$ cat config.mk
export PLATFORM = sky130hd
export DESIGN_NAME = square_pulse_sound_channel
export DESIGN_NICKNAME = d
export VERILOG_FILES = /design/src/sv/spsc_pkg.sv /design/src/sv/spsc_core.sv /design/src/sv/square_pulse_sound_channel.sv
export SDC_FILE = /design/constraint.sdc
export NUM_CORES = 1
export LEC_CHECK = 0
export ABC_AREA = 1
export BUFFER_PORTS_ARGS = -buffer_cell sky130_fd_sc_hd__buf_2
export CAP_MARGIN = 20
export CORE_MARGIN = 2
export CORE_UTILIZATION = 25
export CTS_CLUSTER_SIZE = 14
export DETAILED_ROUTE_END_ITERATION = 7
export SETUP_SLACK_MARGIN = 0.5
export SLEW_MARGIN = 20
export SYNTH_ARGS = -nofsm -noshare
export SYNTH_HDL_FRONTEND = slang
export SYNTH_SLANG_ARGS = --single-unit
$ cat constraint.sdc
create_clock -name clk -period 3.4 [get_ports clk]
set_clock_uncertainty 0.15 [all_clocks]
set_input_delay 0.17 -clock clk [delete_from_list [all_inputs] [get_ports clk]]
set_output_delay 0.17 -clock clk [all_outputs]
set_load 0.01 [all_outputs]
$ cat src/sv/spsc_pkg.sv
// ----------------------------------------------------------------------------
// spsc_pkg
// Shared types, request codes and lookup tables for the pulse sound channel.
// ----------------------------------------------------------------------------
`default_nettype none

package spsc_pkg;

  // Request codes carried in req_type.
  localparam logic [2:0] REQ_REG_WRITE = 3'd0;
  localparam logic [2:0] REQ_CTRL_WRITE = 3'd1;
  localparam logic [2:0] REQ_STATUS_READ = 3'd2;
  localparam logic [2:0] REQ_TICK = 3'd3;
  localparam logic [2:0] REQ_LENGTH_CLK = 3'd4;
  localparam logic [2:0] REQ_SWEEP_CLK = 3'd5;
  localparam logic [2:0] REQ_ENVELOPE_CLK = 3'd6;

  // Channel register indexes.
  localparam logic [1:0] ADDR_VOLUME = 2'd0;
  localparam logic [1:0] ADDR_SWEEP = 2'd1;
  localparam logic [1:0] ADDR_PERIOD_LO = 2'd2;
  localparam logic [1:0] ADDR_PERIOD_HI = 2'd3;

  typedef struct packed {
    logic [2:0] req_type;
    logic [1:0] reg_addr;
    logic [7:0] write_data;
  } spsc_in_t;

  typedef struct packed {
    logic [3:0] sample;
    logic       sample_valid;
    logic       status;
  } spsc_out_t;

  // Length counter load values, indexed by the top five bits of a high period write.
  function automatic logic [7:0] length_lookup(input logic [4:0] idx);
    logic [7:0] val;
    unique case (idx)
      5'd0:  val = 8'd10;
      5'd1:  val = 8'd254;
      5'd2:  val = 8'd20;
      5'd3:  val = 8'd2;
      5'd4:  val = 8'd40;
      5'd5:  val = 8'd4;
      5'd6:  val = 8'd80;
      5'd7:  val = 8'd6;
      5'd8:  val = 8'd160;
      5'd9:  val = 8'd8;
      5'd10: val = 8'd60;
      5'd11: val = 8'd10;
      5'd12: val = 8'd14;
      5'd13: val = 8'd12;
      5'd14: val = 8'd26;
      5'd15: val = 8'd14;
      5'd16: val = 8'd12;
      5'd17: val = 8'd16;
      5'd18: val = 8'd24;
      5'd19: val = 8'd18;
      5'd20: val = 8'd48;
      5'd21: val = 8'd20;
      5'd22: val = 8'd96;
      5'd23: val = 8'd22;
      5'd24: val = 8'd192;
      5'd25: val = 8'd24;
      5'd26: val = 8'd72;
      5'd27: val = 8'd26;
      5'd28: val = 8'd16;
      5'd29: val = 8'd28;
      5'd30: val = 8'd32;
      5'd31: val = 8'd30;
      default: val = 8'd0;
    endcase
    return val;
  endfunction

  // Duty waveform bit for a given duty setting and sequencer step.
  function automatic logic duty_bit(input logic [1:0] sel, input logic [3:0] step);
    logic [15:0] pattern;
    unique case (sel)
      2'd0: pattern = 16'h0006;
      2'd1: pattern = 16'h001E;
      2'd2: pattern = 16'h01FE;
      2'd3: pattern = 16'hFFE1;
      default: pattern = 16'h0000;
    endcase
    return pattern[step];
  endfunction

endpackage

`default_nettype wire

$ cat src/sv/spsc_core.sv
// ----------------------------------------------------------------------------
// spsc_core
// Channel state and its combinational update for one request word.
// ----------------------------------------------------------------------------
`default_nettype none

module spsc_core (
  input  wire logic               clk,
  input  wire logic               rst_n,
  input  wire logic               step_en,
  input  wire spsc_pkg::spsc_in_t item,
  output spsc_pkg::spsc_out_t     result
);
  import spsc_pkg::*;

  logic [1:0]  duty_select_r, duty_select_nxt;
  logic [3:0]  fixed_volume_r, fixed_volume_nxt;
  logic        loop_flag_r, loop_flag_nxt;
  logic        const_vol_r, const_vol_nxt;
  logic [4:0]  env_reload_r, env_reload_nxt;
  logic        sweep_enable_r, sweep_enable_nxt;
  logic [3:0]  sweep_reload_r, sweep_reload_nxt;
  logic        sweep_negate_r, sweep_negate_nxt;
  logic [2:0]  sweep_amount_r, sweep_amount_nxt;
  logic        sweep_pending_r, sweep_pending_nxt;
  logic [10:0] period_r, period_nxt;
  logic [7:0]  length_r, length_nxt;
  logic [3:0]  duty_step_r, duty_step_nxt;
  logic [3:0]  env_level_r, env_level_nxt;
  logic        enable_latch_r, enable_latch_nxt;
  logic        control_bit_r, control_bit_nxt;
  logic [11:0] timer_r, timer_nxt;
  logic [4:0]  env_count_r, env_count_nxt;
  logic [3:0]  sweep_count_r, sweep_count_nxt;
  logic [11:0] sweep_target_r, sweep_target_nxt;

  logic [10:0] shifted;
  logic [10:0] neg_sum;
  logic [11:0] target;
  logic [3:0]  sweep_dec;
  logic [3:0]  volume;
  logic        chan_ok;
  logic [3:0]  sample;
  logic        mixed;
  logic [7:0]  d;

  always_comb begin
    d = item.write_data;
    shifted = period_r >> sweep_amount_r;
    neg_sum = period_r + (shifted ^ 11'h7FF) + 11'd1;
    target = sweep_negate_r ? {1'b0, neg_sum} : ({1'b0, period_r} + {1'b0, shifted});
    sweep_dec = sweep_count_r - 4'd1;
    volume = const_vol_r ? fixed_volume_r : env_level_r;
    // The sweep target used here is the one left by the last sweep clock.
    chan_ok = (period_r > 11'd7) && enable_latch_r && (length_r != 8'd0) &&
              !sweep_target_r[11];

    duty_select_nxt = duty_select_r;
    fixed_volume_nxt = fixed_volume_r;
    loop_flag_nxt = loop_flag_r;
    const_vol_nxt = const_vol_r;
    env_reload_nxt = env_reload_r;
    sweep_enable_nxt = sweep_enable_r;
    sweep_reload_nxt = sweep_reload_r;
    sweep_negate_nxt = sweep_negate_r;
    sweep_amount_nxt = sweep_amount_r;
    sweep_pending_nxt = sweep_pending_r;
    period_nxt = period_r;
    length_nxt = length_r;
    duty_step_nxt = duty_step_r;
    env_level_nxt = env_level_r;
    enable_latch_nxt = enable_latch_r;
    control_bit_nxt = control_bit_r;
    timer_nxt = timer_r;
    env_count_nxt = env_count_r;
    sweep_count_nxt = sweep_count_r;
    sweep_target_nxt = sweep_target_r;
    sample = 4'd0;
    mixed = 1'b0;

    case (item.req_type)
      REQ_REG_WRITE: begin
        unique case (item.reg_addr)
          ADDR_VOLUME: begin
            duty_select_nxt = d[7:6];
            loop_flag_nxt = d[5];
            const_vol_nxt = d[4];
            fixed_volume_nxt = d[3:0];
            env_reload_nxt = {1'b0, d[3:0]} + 5'd1;
          end
          ADDR_SWEEP: begin
            sweep_enable_nxt = d[7];
            sweep_reload_nxt = {1'b0, d[6:4]} + 4'd1;
            sweep_negate_nxt = d[3];
            sweep_amount_nxt = d[2:0];
            sweep_pending_nxt = 1'b1;
          end
          ADDR_PERIOD_LO: begin
            period_nxt = {period_r[10:8], d};
          end
          ADDR_PERIOD_HI: begin
            period_nxt = {d[2:0], period_r[7:0]};
            length_nxt = length_lookup(d[7:3]) + 8'd1;
            duty_step_nxt = 4'd0;
            env_level_nxt = 4'd15;
            if (control_bit_r) begin
              enable_latch_nxt = 1'b1;
            end
          end
          default: ;
        endcase
      end
      REQ_CTRL_WRITE: begin
        control_bit_nxt = d[0];
        if (!d[0]) begin
          enable_latch_nxt = 1'b0;
        end
      end
      REQ_TICK: begin
        if (period_r != 11'd0) begin
          if (timer_r <= 12'd1) begin
            // A timer that sat at zero reloads one count short.
            timer_nxt = (timer_r == 12'd0) ? {1'b0, period_r} : ({1'b0, period_r} + 12'd1);
            if (chan_ok && (volume != 4'd0)) begin
              sample = duty_bit(duty_select_r, duty_step_r) ? volume : 4'd0;
              mixed = 1'b1;
            end
            duty_step_nxt = duty_step_r + 4'd1;
          end else begin
            timer_nxt = timer_r - 12'd1;
          end
        end
      end
      REQ_LENGTH_CLK: begin
        if (!loop_flag_r && (length_r != 8'd0)) begin
          length_nxt = length_r - 8'd1;
        end
      end
      REQ_SWEEP_CLK: begin
        sweep_target_nxt = target;
        sweep_count_nxt = sweep_dec;
        if (sweep_dec == 4'd0) begin
          sweep_count_nxt = sweep_reload_r;
          if (sweep_enable_r && (period_r > 11'd7) && !target[11] &&
              (sweep_amount_r != 3'd0)) begin
            period_nxt = target[10:0];
          end
        end
        if (sweep_pending_r) begin
          sweep_pending_nxt = 1'b0;
          sweep_count_nxt = sweep_reload_r;
        end
      end
      REQ_ENVELOPE_CLK: begin
        if (env_count_r == 5'd0) begin
          env_count_nxt = env_reload_r;
          if (!const_vol_r) begin
            if (loop_flag_r) begin
              env_level_nxt = env_level_r - 4'd1;
            end else if (env_level_r != 4'd0) begin
              env_level_nxt = env_level_r - 4'd1;
            end
          end
        end else begin
          env_count_nxt = env_count_r - 5'd1;
        end
      end
      default: ;
    endcase

    result.sample = sample;
    result.sample_valid = mixed;
    result.status = (length_nxt != 8'd0) && enable_latch_nxt;
  end

  always_ff @(posedge clk) begin
    if (!rst_n) begin
      duty_select_r <= 2'd0;
      fixed_volume_r <= 4'd0;
      loop_flag_r <= 1'b0;
      const_vol_r <= 1'b0;
      env_reload_r <= 5'd1;
      sweep_enable_r <= 1'b0;
      sweep_reload_r <= 4'd1;
      sweep_negate_r <= 1'b0;
      sweep_amount_r <= 3'd0;
      sweep_pending_r <= 1'b0;
      period_r <= 11'd0;
      length_r <= length_lookup(5'd0) + 8'd1;
      duty_step_r <= 4'd0;
      env_level_r <= 4'd15;
      enable_latch_r <= 1'b0;
      control_bit_r <= 1'b0;
      timer_r <= 12'd0;
      env_count_r <= 5'd0;
      sweep_count_r <= 4'd1;
      sweep_target_r <= 12'd0;
    end else if (step_en) begin
      duty_select_r <= duty_select_nxt;
      fixed_volume_r <= fixed_volume_nxt;
      loop_flag_r <= loop_flag_nxt;
      const_vol_r <= const_vol_nxt;
      env_reload_r <= env_reload_nxt;
      sweep_enable_r <= sweep_enable_nxt;
      sweep_reload_r <= sweep_reload_nxt;
      sweep_negate_r <= sweep_negate_nxt;
      sweep_amount_r <= sweep_amount_nxt;
      sweep_pending_r <= sweep_pending_nxt;
      period_r <= period_nxt;
      length_r <= length_nxt;
      duty_step_r <= duty_step_nxt;
      env_level_r <= env_level_nxt;
      enable_latch_r <= enable_latch_nxt;
      control_bit_r <= control_bit_nxt;
      timer_r <= timer_nxt;
      env_count_r <= env_count_nxt;
      sweep_count_r <= sweep_count_nxt;
      sweep_target_r <= sweep_target_nxt;
    end
  end

endmodule

`default_nettype wire

$ cat src/sv/square_pulse_sound_channel.sv
// ----------------------------------------------------------------------------
// square_pulse_sound_channel
// Pulse sound channel with duty, timer, envelope, sweep and length units.
// ----------------------------------------------------------------------------
// Every request word (register write, control write, status read, timer tick
// or unit clock) yields exactly one result word carrying sample, sample_valid
// and status. The channel takes one word per clock while the output is not
// stalled. An accepted request word sits in the input register while the
// channel state update runs, and its result is caught in the output register
// once the output can advance. The state update is combinational from the
// registered state, so every word sees the state left by the one before it.
// A stalled output holds its word while one more request waits in the input
// register.
`default_nettype none

module square_pulse_sound_channel (
  input  wire logic               clk,
  input  wire logic               rst_n,
  input  wire logic               in_valid,
  output logic                    in_stall,
  input  wire spsc_pkg::spsc_in_t in_data,
  output logic                    out_valid,
  input  wire logic               out_stall,
  output spsc_pkg::spsc_out_t     out_data
);
  import spsc_pkg::*;

  spsc_in_t  in_r;
  logic      in_valid_r;
  spsc_out_t out_r;
  logic      out_valid_r;
  spsc_out_t result;
  logic      out_adv;
  logic      step_en;

  assign out_adv = !out_valid_r || !out_stall;
  assign step_en = in_valid_r && out_adv;
  assign in_stall = in_valid_r && !out_adv;
  assign out_valid = out_valid_r;
  assign out_data = out_r;

  spsc_core u_core (
    .clk    (clk),
    .rst_n  (rst_n),
    .step_en(step_en),
    .item   (in_r),
    .result (result)
  );

  always_ff @(posedge clk) begin
    if (!rst_n) begin
      in_valid_r <= 1'b0;
      out_valid_r <= 1'b0;
    end else begin
      if (!in_stall) begin
        in_valid_r <= in_valid;
      end
      if (out_adv) begin
        out_valid_r <= in_valid_r;
      end
    end
  end

  always_ff @(posedge clk) begin
    if (!in_stall && in_valid) begin
      in_r <= in_data;
    end
    if (step_en) begin
      out_r <= result;
    end
  end

  // A held request must still be held on the next cycle.
  a_in_hold: assert property (@(posedge clk) disable iff (!rst_n)
    in_stall |=> in_valid_r)
    else $error("pending request word lost");

  // A stalled result word must not be dropped.
  a_out_hold: assert property (@(posedge clk) disable iff (!rst_n)
    out_valid_r && out_stall |=> out_valid_r)
    else $error("stalled result word lost");

  // Stall toward the source only when the input register is occupied and a valid output word is stalled.
  a_stall_src: assert property (@(posedge clk) disable iff (!rst_n)
    in_stall |-> in_valid_r && out_valid_r && out_stall)
    else $error("input stalled without cause");

  // An unmixed result carries a zero sample.
  a_no_sample: assert property (@(posedge clk) disable iff (!rst_n)
    out_valid_r && !out_r.sample_valid |-> out_r.sample == 4'd0)
    else $error("sample set without sample_valid");

  // Nothing is presented right after reset.
  a_reset: assert property (@(posedge clk)
    !rst_n |=> !out_valid_r && !in_valid_r)
    else $error("valid set after reset");

endmodule

`default_nettype wire
After elaboration in Yosys (flattened, before gate mapping) --
Memory sizes are Yosys's and may differ from the RTL's. A register that Yosys moved wholly into a read port is not among the register bits. Cells that the tools add are included.
Word-level totals: output and inout port bits 8, register bits 106, logic and storage cells 160, memories kept 1, input port bits 17, ROM bits 224
Memory list:
- (no name shown) | depth 32, bits a word 7, read ports 1, clocked after Yosys merged registers in 1, wr ports 0, RTL line spsc_pkg.sv:39 | unique case (idx)
Operators by class: magnitude comparators 3, mux-type cells 41, reductions and logical operators 48, shift operators 1, equality and inequality tests 23, bitwise gates (word level) 1, add/subtract/negate cells 13
Operators with widths (count):
- $mux W16 | 4
- $pmux W16 S4 | 1
- $mux W4 | 11
- $pmux W11 S2 | 2
- $mux W12 | 3
- $mux W8 | 4
- $mux W11 | 2
- $reduce_and A6 Y1 | 3
- $pmux W4 S2 | 2
- $pmux W8 S2 | 1
- $reduce_bool A8 Y1 | 2
- $reduce_and A3 Y1 | 5
- $add A11 B1 Y12 const B | 1
- $add A11 B11 Y12 | 1
- $le A12 B1 Y1 const B | 1
- $logic_and A1 B1 Y1 | 12
- $logic_not A12 Y1 | 1
- $ne A2 B1 Y1 const B | 6
- $sub A12 B1 Y12 const B | 1
- $add A11 B1 Y11 const B | 1
- $add A11 B11 Y11 | 1
- $gt A11 B3 Y1 const B | 1
- $not A11 Y11 | 1
- $reduce_bool A11 Y1 | 1
- 31 further kinds | 62

Longest topological paths before layout --
Gate-level depths: netlist of the first run.
word-level depth 12, gate-level depth with buffers 22, mapped depth without buffers 22

Hierarchy --
A second synthesis of the first run with hierarchy kept.
Second synthesis, totals: cells, all modules 1124, area total of the unflattened synthesis 7262.0 µm²
By module, submodules not included:
- spsc_core | times used 1, sequential area each 1481.4 µm², area each 6596.3 µm², cells an instance 1092
- square_pulse_sound_channel | times used 1, sequential area each 610.6 µm², area each 665.6 µm², cells an instance 32

Worst setup path after synthesis of the first run --
OpenSTA, ideal clock, no wires.
kind register -> register, from reg u_core.sweep_amount_r[0], to reg u_core.period_r[3], period minus slack after synthesis 2945 ps, stages on the path, launching flop included 20, library setup time 70 ps, slack 455 ps, path buffers 2, data arrival time 2724 ps, required time 3180 ps, cells stage by stage dfxtp_1 > clkbuf_1 > o21ai_0 > nand2_1 > o21ai_0 > o21ai_0 > inv_1 > ha_1 > nor2_1 > nand2_1 > nand3_1 > nand2_1 > nand3_2 > nand2_2 > nand2_2 > nand2_4 > nand2_4 > buf_6 > nand2_1 > a21oi_1
On the way: cells in the longest elaborated chain, start to end 8, elaborated cells on any way between the ends 15, classes of those cells add/sub (3); eq/ne (1); shift (1); mux (4); bitwise (1); reduce/logical (5)
RTL lines:
- start: declaration | RTL line spsc_core.sv:24 | logic [2:0] sweep_amount_r, sweep_amount_nxt;
- start signal: assignment | RTL line spsc_core.sv:207 | sweep_amount_r <= sweep_amount_nxt;
- $shr A11 B3 Y11 | RTL line spsc_core.sv:49 | shifted = period_r >> sweep_amount_r;
- $not A11 Y11 (no line) / $add A11 B11 Y12 (equally long branches)
- $add A11 B11 Y11 / $mux W12 (equally long branches) | RTL line spsc_core.sv:50, spsc_core.sv:51
- $add A11 B1 Y11 / $logic_not A1 Y1 (equally long branches) | RTL line spsc_core.sv:50, spsc_core.sv:144
- $mux W12 / $logic_and A1 B1 Y1 (equally long branches) | RTL line spsc_core.sv:51, spsc_core.sv:144
- $mux W11 / $logic_and A1 B1 Y1 (equally long branches) | RTL line spsc_core.sv:144 | if (sweep_enable_r && (period_r > 11'd7) && !target[11] &&
- $mux W11 / $ne A2 B1 Y1 (equally long branches)
- $pmux W11 S2 / $reduce_and A6 Y1 (equally long branches)
- end signal: assignment | RTL line spsc_core.sv:209 | period_r <= period_nxt;
- end: declaration | RTL line spsc_core.sv:26 | logic [10:0] period_r, period_nxt;
Several ways; a longest one is shown, not always the timed one. The select of a mux whose other input is x is not followed. A chain may end at the register's enable or synchronous reset.

Worst setup path after layout of the first run --
from reg u_core.sweep_amount_r[0], to reg u_core.period_r[4]
The elaborated chain is that of the path after synthesis.

==> results.tsv, run 1 <==
metric	value	unit
first-pass GRT wire length	32.01	mm
Post-synth EDFFs	19	
final net count	1169	
Routed Antenna Nets	0	
HPWL after DPL	14.75	mm
most frequent CP cell	nand2_1	
FMAX	0.3604	GHz
mux cell area share after synthesis	0.1401	%
placed cell area	0.007725	mm²
worst path bufs/invs	2	
GR Util All Layers	13.00	%
worst hold start	rst_n	
VDD IR-drop max	0.0002468	V
mean post-synth cell area	6.752	µm²
Cells after Synth	1058	
Post-synth top cells	nand2_1 (221), inv_1 (125), nor2_1 (114)	
DRT Wirelength	19.62	mm
CP max FO	6	
ys async rst share	0	%
Mapped Area	0.007143	mm²
Reg2Reg Capture Point	u_core.period_r[4]	
net count after synthesis	1122	
largest net degree at the start of global routing	42	
routability cong.	0.8805	
RR Startpoint	u_core.sweep_amount_r[0]	
CORE AREA	0.02793	mm²
cell area after layout	0.008449	mm²
setup TNS	0	ps
hold path depth	3	
worst path required time	3500	ps
xor/xnor share of the synthesized area	2.697	%
DR pass1 iterations	5	
RSZ-0062 raised after global routing	yes	
die area	0.02994	mm²
layout cells sized above 1	15.32	%
WS Path Type	reg -> reg	
Synth Area in Simple Gates	27.47	%
DR vias	6922	
Die Y	173.0	µm
worst-case reg-to-reg path depth	13	
final worst path period need	2774	ps
CP max-delay cell	fa_1	
Synth Flop Type	dfxtp_1	
storage element area	0.002258	mm²
Arr. time, crit path	2880	ps
Crit. End Element	flop	
CTS tree	done	
number of DRC markers in iteration 0	452	
vias in the first global route	6420	
Area Overhead vs Synth	18.29	%
# fillers	3062	
Finished Layout Cells	1488	
Cell Chain, Critical Path	clkbuf_2 > o21ai_1 > o211ai_1 > o21ai_2 > buf_4 > fa_1 > nand3_1 > nand2_1 > o21ai_0 > xor2_1 > nand2_1 > a21oi_2 > nor2_1	
internal reg-to-reg setup slack	630	ps
CTS root buffer	clkbuf_16	
grt total ovfl	0	
unique cell type count in the Yosys netlist	47	
Yosys top cell area share	23.26	%
max cap viols	0	
CTS buffer count	9	
cell taking the most area after synthesis	dfxtp_1	
Buffers on Ports	24	
Synth Area in Adders	8.443	%
Tcrit/Tclk final	81.60	%
I/O pin cnt	25	
Worst Hold End	u_core.timer_r[1]	
Worst-Skew Late Latency	360	ps
flops & latches, synth	102	
Worst Tran Pin Value	693.9	ps
largest family of logic cells by synthesized area	simple AND/OR/NAND/NOR gates	
final setup vio count	0	
Critical Path Max Stage Delay	410	ps
Cell Rows	61	
vias per cell	4.652	
most numerous cell in the Yosys netlist	nand2_1	
# DRC	0	
CTS Sinks	102	
area of the multi-input gates	0.004392	mm²
endpoints failing hold	0	
clock-pin slew of the registers on the worst-case setup and hold paths	70	ps
Hold Worst Slack	48.11	ps
Inst Count DP	1448	
Max Transition Viols Final	0	
initial antenna violation count	0	
maximum clock insertion buffer count	2	
Die W	173.0	µm
Leakage	3.762	nW
Rel. slew slack	53.43	%
top cells by area, synth	dfxtp_1 (23%), nand2_1 (12%), edfxtp_1 (8.0%), ha_1 (7.9%), o21ai_0 (7.5%)	
min-delay worst type	in -> reg	
status	completed	
sequential share of the synthesized area	31.25	%
Setup crit start kind	flop	
Power Density	339.3	mW/mm²
H-tree depth	3	
compound-gate portion of the synthesized area	20.13	%
Routed wire per std cell	13.19	µm
ANT cells	0	
YS warnings	0	
Initial Utilization	25.57	%
delay-heaviest family, CP	compound AO/OA/AOI/OAI gates	
==> routing by layer <==
metal  part of all wire [%]  vias up  GRT usage [%]
li1                       -     3596              -
met1                     47     3146          17.19
met2                     47      153          21.97
met3                    4.2       27          1.935
met4                    1.7        0          3.602
met5                      0        -              0
==> cells by family (layout without fill, tap and decap cells) <==
| group | Yosys count | after routing |
|---|---|---|
| mux | 1 | 1 |
| flops | 102 | 102 |
| compound gates | 252 | 252 |
| buf+inv | 176 | 228 |
| simple gates | 458 | 458 |
| fa+ha+maj | 47 | 47 |
| xor+xnor | 22 | 22 |
==> flip-flops by register name (all words and copies together) (netlist names), 2 cells and up, named ones only <==
register	cells
in_r	13
out_data	6
u_core.duty_select_r	2
u_core.duty_step_r	4
u_core.env_count_r	5
u_core.env_level_r	4
u_core.env_reload_r	5
u_core.fixed_volume_r	4
u_core.length_r	8
u_core.period_r	11
u_core.sweep_amount_r	3
u_core.sweep_count_r	4
u_core.sweep_reload_r	4
u_core.timer_r	12
==> where the power goes <==
part           internal (mW)  switching, mW
Sequential              1.27         0.0414
Clock                  0.569          0.476
Combinational          0.181          0.325
Total                   2.02          0.843
==> layout by cell type (no fill, tap or decap), drive strengths merged, types with 16 or more instances in the layout <==
master and instances:
a21oi 86, dfxtp 83, nor2 125, buf 54
ha 45, inv 142, nand3 69, nand4 16
xor2 19, o21ai 117, edfxtp 19, nand2 229
==> stage by stage <==
stage / worst slack [ps] / power (mW) / util [%]
floorplan: 603.7 / 1.678 / -
global placement: 297.9 / 1.801 / 27.65
detailed placement: 264.2 / 1.806 / 27.65
CTS: 500.0 / 2.875 / 29.32
global route: 463.9 / 3.008 / 30.25
finish: 625.6 / 2.867 / 30.25
==> repair_timing <==
action                                 4_1_cts  5_1_grt
hold buffers                                14        0
buffers inserted                             1        9
endpoints found under the hold margin       14        0
resized for setup                           15       70
pin swaps                                    1       13
setup endpoints to repair                   11       12
==> how the worst max path moves through the flow <==
stage | slack [ps] | start | to | cells past startpoint
floorplan | 600 | u_core.sweep_amount_r[0] | u_core.period_r[3] | 19
global placement | 300 | u_core.period_r[5] | u_core.period_r[5] | 18
detailed placement | 260 | u_core.period_r[5] | u_core.period_r[6] | 18
CTS | 500 | u_core.period_r[10] | u_core.period_r[6] | 20
global route | 460 | u_core.sweep_amount_r[0] | u_core.period_r[3] | 21
finish | 630 | u_core.sweep_amount_r[0] | u_core.period_r[4] | 13
==> final cells by class <==
| type | instances | area share [%] |
|---|---|---|
| clock buffers | 10 | 2.710 |
| multi-input cells | 780 | 51.98 |
| repair buffers | 69 | 5.849 |
| clock inverters | 6 | 0.7404 |
| inverters | 143 | 6.397 |
| flip-flops and latches | 102 | 26.73 |
| well taps | 378 | 5.598 |
==> tightest hold or removal path, cell delays in order <==
cell	delay [ps]
buf_2	110
inv_1	110
a21oi_1	120
No activity file was read; power rests on OpenSTA's default activity.
==> run 2: changes to the inputs <==
- clock period: 3.4 -> 2.3 ns (I/O delays scaled with it)
==> run 2 against run 1 <==
Effect of this change:
- the flow now finishes with violations (negative setup slack)
- critical path depth rose by 5
- hold slack gained 19 ps
- power grew 63%
- flip-flop and latch count stayed put
- worst setup slack got worse by 1000 ps
- sequential share of layout area shrank 5.6 points
- cell count rose by 10%
- fmax grew 3.8%
- critical path type unchanged
==> results.tsv, run 2 (same netlist as run 1, synthesis figures left out) <==
metric	value	unit	change
status	finished, violations left		
grt total ovfl	0		unchanged
CORE AREA	0.02793	mm²	unchanged
# fillers	2862		-6.5%
GR Util All Layers	14.42	%	+1.4 points
first-pass GRT wire length	35.30	mm	+10%
Power Density	435.3	mW/mm²	+28%
endpoints failing hold	0		unchanged
ANT cells	0		unchanged
fraction of power spent switching nets	32.53	%	+3.1 points
Tcrit/Tclk final	116.3	%	+35 points
Pint	3.154	mW	+56%
FMAX	0.3740	GHz	+3.8%
Rel. slew slack	69.42	%	+16 points
Worst Tran Pin Value	458.7	ps	-235.2 ps
setup ws final	-373.9	ps	-999.6 ps
VDD IR-drop max	0.0003586	V	+45%
DRT Wirelength	23.43	mm	+19%
Area Overhead vs Synth	50.36	%	
DR pass1 iterations	4		-1
Flop pwr share	41.6	%	-4.3 points
clock-pin slew of the registers on the worst-case setup and hold paths	80	ps	about the same
Arr. time, crit path	2790	ps	-90 ps
# DRC	0		unchanged
Cell Chain, Critical Path	buf_8 > nand2_2 > o21ai_2 > nand2_1 > o21ai_2 > inv_1 > o21ai_2 > ha_4 > inv_4 > buf_4 > buf_4 > buf_4 > buf_4 > buf_4 > xor2_1 > nand2_1 > a21oi_2 > nor2_1		
Crit. End Element	flop		
Switch Pwr	1.521	mW	+80%
final net count	1324		+13%
CTS tree	done		
vias per cell	4.787		+2.9%
Setup crit start kind	flop		
Buffers on Ports	24		unchanged
most frequent CP cell	buf_4		
maximum clock insertion buffer count	2		unchanged
layout cells sized above 1	39.68	%	+24 points
worst path required time	2410	ps	-1090 ps
largest net degree at the start of global routing	30		-29%
Largest register FFs	13		unchanged
WS Path Type	reg -> reg		
CTS root buffer	clkbuf_16		
DR vias	7865		+14%
CTS Sinks	102		unchanged
min-delay worst type	in -> reg		
Critical Path Max Stage Delay	390	ps	-20 ps
Max Transition Viols Final	0		unchanged
Hold Worst Slack	67.53	ps	+19.43 ps
routability cong.	0.9238		+4.9%
Inst Count DP	1534		+5.9%
CP max-delay cell	dfxtp_4		
Die W	173.0	µm	unchanged
H-tree depth	3		unchanged
Worst-Skew Late Latency	370	ps	about the same
Largest regs	in_r (13), u_core.timer_r (12), u_core.period_r (11)		
Cell Rows	61		unchanged
max cap viols	0		unchanged
die area	0.02994	mm²	unchanged
vias in the first global route	7226		+13%
Die Y	173.0	µm	unchanged
Finished Layout Cells	1643		+10%
Routed wire per std cell	14.26	µm	+8.1%
Leakage	4.748	nW	+26%
Initial Utilization	25.57	%	unchanged
RSZ-0062 raised after global routing	yes		
HPWL after DPL	15.65	mm	+6.1%
Clock power frac	33.1	%	-3.4 points
Routed Antenna Nets	0		unchanged
violated checks	negative setup slack		
Logic pwr share	25.3	%	+7.6 points
I/O pin cnt	25		unchanged
final worst path period need	2674	ps	-100.4 ps
most common cell after layout, fill and taps aside	nand2_1		
commonest non-fill, non-tap cells in the layout	nand2_1 (177), buf_4 (150), inv_1 (97)		
number of DRC markers in iteration 0	464		+2.7%
final setup vio count	12		+12
CP max FO	8		+2
initial antenna violation count	0		unchanged
largest register by flop count	in_r		
CTS buffer count	9		unchanged
[run 2: changes by cell type in the layout (fill, tap and decap cells not counted), moves of 13 or more]
cell,delta
buf_4,+121
nor2_4,+16
dfxtp_1,-14
o21ai_0,-27
nor2_1,-20
inv_1,-23
dfxtp_2,+15
nand3_1,-16
buf_6,+22
nand2_2,+32
nand2_1,-44
a21oi_1,-13
[run 2: per-layer routing]
layer | track usage [%] | vias to the layer above | routed length (µm)
li1 | - | 3927 | -
met1 | 18.32 | 3717 | 10700
met2 | 24.73 | 171 | 11350
met3 | 2.595 | 50 | 797
met4 | 4.484 | 0 | 574
met5 | 0 | - | 0
[run 2: path summary, 6_finish.rpt]
path / start / to / slack [ps] / cells after the start
worst max-delay path: u_core.sweep_amount_r[0] / u_core.period_r[4] / -370 / 18
worst min-delay path: in_valid / in_valid_r / 70 / 4
worst max register to register: u_core.sweep_amount_r[0] / u_core.period_r[4] / -370 / 18
worst min register to register: u_core.env_reload_r[1] / u_core.env_count_r[1] / 310 / 2
[run 2: layout make-up]
| type | instances | area [µm²] | area share (%) |
|---|---|---|---|
| Timing Repair inverter | 3 | 23.77 | 0.2213 |
| Multi-Input combinational cell | 783 | 5338 | 49.70 |
| Clock buffer | 9 | 225.2 | 2.097 |
| Sequential cell | 102 | 2273 | 21.17 |
| Clock inverter | 7 | 67.56 | 0.6291 |
| Timing Repair Buffer | 218 | 1760 | 16.39 |
| Tap cell | 378 | 473.0 | 4.404 |
| Inverter | 143 | 579.3 | 5.394 |
[run 2: power by group through the flow]
stage / Sequential, mW / Combinational (mW) / Clock (mW)
after CTS: 1.94 / 0.994 / 1.57
after floorplan: 1.97 / 0.542 / 0
after global placement: 1.98 / 0.796 / 0
after global routing: 1.95 / 1.28 / 1.63
after detailed placement: 1.98 / 0.800 / 0
final: 1.95 / 1.18 / 1.55
[run 2: worst max-delay path, delay by kind of cell (launching register included)]
kind | cells | cell delay [ps]
buf+inv | 8 | 860
xor+xnor | 1 | 210
compound gates | 4 | 430
flops | 1 | 390
simple gates | 4 | 290
fa+ha+maj | 1 | 220
[run 2: repair_timing]
action	4_1_cts	5_1_grt
hold buffers	15	0
endpoints found under the hold margin	15	0
cloned	3	4
endpoints found under the setup margin	75	82
buffers inserted	41	30
resized for setup	153	183
pin swaps	65	67
[run 2: metrics by stage]
| stage | worst slack [ps] | setup TNS, ps | util (%) | power (mW) | instance area (µm²) |
|---|---|---|---|---|---|
| after floorplan | -143.6 | -1093 | - | 2.513 | 7342 |
| final | -373.9 | -3998 | 38.45 | 4.675 | 10740 |
| after global placement | -509.7 | -5336 | 30.63 | 2.780 | 8556 |
| after detailed placement | -584.6 | -6184 | 30.63 | 2.785 | 8556 |
| after CTS | -324.8 | -3591 | 35.36 | 4.505 | 9878 |
| after global routing | -500.5 | -5496 | 38.45 | 4.862 | 10740 |
==> run 3: changes to the inputs <==
- CTS_BUF_LIST: unset -> sky130_fd_sc_hd__clkbuf_4 sky130_fd_sc_hd__clkbuf_8
==> run 3 against run 2 <==
Effect of this change:
- combinational power up 5%
- critical endpoint is now u_core.period_r[10]
- the flow still finishes with violations (negative setup slack)
- register-to-register slack about the same
- critical path depth up 3
- die area unchanged
- largest power group unchanged
- power down 7.2%
- fmax up 0.27%
- clock power down 26%
==> results.tsv, run 3 (same netlist as run 1, synthesis figures left out) <==
metric	value	unit	change
most common cell after layout, fill and taps aside	nand2_1		
CTS Sinks	102		unchanged
grt total ovfl	0		unchanged
CORE AREA	0.02793	mm²	unchanged
Rel. slew slack	60.54	%	-8.9 points
placed cell area	0.008556	mm²	unchanged
max cap viols	0		unchanged
commonest non-fill, non-tap cells in the layout	nand2_1 (175), buf_4 (143), inv_1 (97)		
Worst Hold End	in_valid_r		
violated checks	negative setup slack		
hold path depth	4		unchanged
GR Util All Layers	14.67	%	+0.25 points
RSZ-0062 raised after global routing	yes		
final setup vio count	12		unchanged
Critical Path Max Stage Delay	390	ps	about the same
RR Startpoint	u_core.sweep_amount_r[0]		
storage element area	0.002275	mm²	about the same
status	finished, violations left		
Die W	173.0	µm	unchanged
largest register by flop count	in_r		
die area	0.02994	mm²	unchanged
CTS buffer count	9		unchanged
ANT cells	0		unchanged
Cell Rows	61		unchanged
# fillers	2742		-4.2%
largest net degree at the start of global routing	30		unchanged
final worst path period need	2667	ps	-7.233 ps
Inst Count DP	1534		unchanged
layout cells sized above 1	43.33	%	+3.6 points
I/O pin cnt	25		unchanged
Finished Layout Cells	1668		+1.5%
routability cong.	0.9238		unchanged
vias in the first global route	7292		+0.91%
min-delay worst type	in -> reg		
CTS tree	done		
setup ws final	-366.7	ps	+7.233 ps
clock-pin slew of the registers on the worst-case setup and hold paths	120	ps	+40 ps
final net count	1349		+1.9%
Buffers on Ports	24		unchanged
Pwr Total	4.339	mW	-7.2%
Arr. time, crit path	2870	ps	+80 ps
# DRC	0		unchanged
endpoints failing hold	0		unchanged
Leakage	4.975	nW	+4.8%
worst-case reg-to-reg path depth	21		+3
WS Path Type	reg -> reg		
Max Transition Viols Final	0		unchanged
maximum clock insertion buffer count	2		unchanged
Worst Tran Pin Value	591.9	ps	+133.2 ps
Routed wire per std cell	14.48	µm	+1.5%
DR vias	7984		+1.5%
H-tree depth	3		unchanged
first-pass GRT wire length	35.96	mm	+1.9%
most frequent CP cell	nand2_1		
number of DRC markers in iteration 0	648		+40%
CP max-delay cell	dfxtp_4		
FMAX	0.3750	GHz	+0.27%
worst hold start	in_valid		
worst path required time	2510	ps	+100 ps
Die Y	173.0	µm	unchanged
area of the multi-input gates	0.005524	mm²	+3.5%
VDD IR-drop max	0.0002484	V	-31%
Power Density	385.6	mW/mm²	-11%
DRT Wirelength	24.15	mm	+3.1%
Routed Antenna Nets	0		unchanged
Crit. End Element	flop		
Hold Worst Slack	23.24	ps	-44.29 ps
DR pass1 iterations	5		+1
Worst-Skew Late Latency	410	ps	+40 ps
Setup crit start kind	flop		
Largest register FFs	13		unchanged
CTS root buffer	clkbuf_8		
vias per cell	4.787		about the same
cell area after layout	0.01125	mm²	+4.8%
HPWL after DPL	15.65	mm	unchanged
Reg2Reg Capture Point	u_core.period_r[10]		
CP max FO	8		unchanged
Area Overhead vs Synth	57.54	%	
internal reg-to-reg setup slack	-370	ps	about the same
Initial Utilization	25.57	%	unchanged
Cell Chain, Critical Path	buf_12 > nand2_4 > o21ai_4 > nand2_1 > nand2_2 > buf_6 > a21oi_4 > inv_2 > ha_4 > inv_1 > a21oi_1 > nand2_2 > nand3_1 > nand2_1 > nand2_1 > nand2_1 > nand3_1 > nand2_1 > nor2_1 > nor2_1 > nor2_1		
initial antenna violation count	0		unchanged
Largest regs	in_r (13), u_core.timer_r (12), u_core.period_r (11)		
Tcrit/Tclk final	115.9	%	-0.31 points
==> run 3: cell count changes in the layout (fill, tap and decap cells not counted), sizes merged <==
| cell | previous run | this run |
|---|---|---|
| inv | 144 | 141 |
| clkinv | 5 | 7 |
| buf | 203 | 230 |
| o21ai | 118 | 117 |
==> run 3: critical path, delay by kind of cell, from the launching register on <==
family / cells / cell delay (ps)
flip-flops: 1 / 390
AO/OA/AOI/OAI: 3 / 370
AND/OR/NAND/NOR: 13 / 1010
buffers and inverters: 4 / 400
adder cells (fa/ha/maj): 1 / 290
==> run 3: worst max path at each step <==
stage | from | to | slack (ps) | depth (start not counted)
after floorplan | u_core.sweep_amount_r[0] | u_core.period_r[2] | -140 | 20
after global placement | u_core.sweep_amount_r[0] | u_core.period_r[7] | -510 | 18
after detailed placement | u_core.sweep_amount_r[0] | u_core.period_r[7] | -580 | 18
after CTS | u_core.sweep_amount_r[0] | u_core.period_r[3] | -340 | 22
after global routing | u_core.sweep_amount_r[0] | u_core.period_r[10] | -550 | 21
final | u_core.sweep_amount_r[0] | u_core.period_r[10] | -370 | 21
==> run 3: timing repair <==
item / CTS / global route
gates resized for setup: 188 / 263
buffers inserted: 57 / 39
endpoints found under the setup margin: 76 / 79
pin swaps: 60 / 92
cloned: 7 / 0
hold endpoints to repair: 18 / 0
hold buffers: 15 / 0
==> run 3: stage by stage <==
| step | util (%) | setup WS (ps) | TNS, ps |
|---|---|---|---|
| 6_report | 40.28 | -366.7 | -4033 |
| 5_1_grt | 40.28 | -545.9 | -5571 |
| 4_1_cts | 36.11 | -339.6 | -3749 |
| 3_5_place_dp | 30.63 | -584.6 | -6184 |
| 3_3_place_gp | 30.63 | -509.7 | -5336 |
| 2_1_floorplan | - | -143.6 | -1093 |
==> run 3: area by class of cell <==
type,count,area share [%]
Tap cell,378,4.203
Inverter,143,5.481
Timing Repair Buffer,245,19.18
Clock buffer,9,1.101
Sequential cell,102,20.21
Multi-Input combinational cell,782,49.09
Clock inverter,7,0.6004
Timing Repair inverter,2,0.1334
==> run 3: layer usage <==
| layer | wire length (µm) | part of all wire [%] | global-route usage [%] |
|---|---|---|---|
| met5 | 0 | 0 | 0 |
| met4 | 434 | 1.8 | 4.096 |
| met3 | 953 | 3.9 | 2.858 |
| met2 | 12000 | 50 | 25.07 |
| met1 | 10760 | 45 | 18.77 |
==> run 3: report_power, final <==
group / switching [mW] / internal (mW) / total (mW)
combinational: 0.700 / 0.539 / 1.24
clock: 0.734 / 0.420 / 1.15
sequential: 0.0627 / 1.88 / 1.95
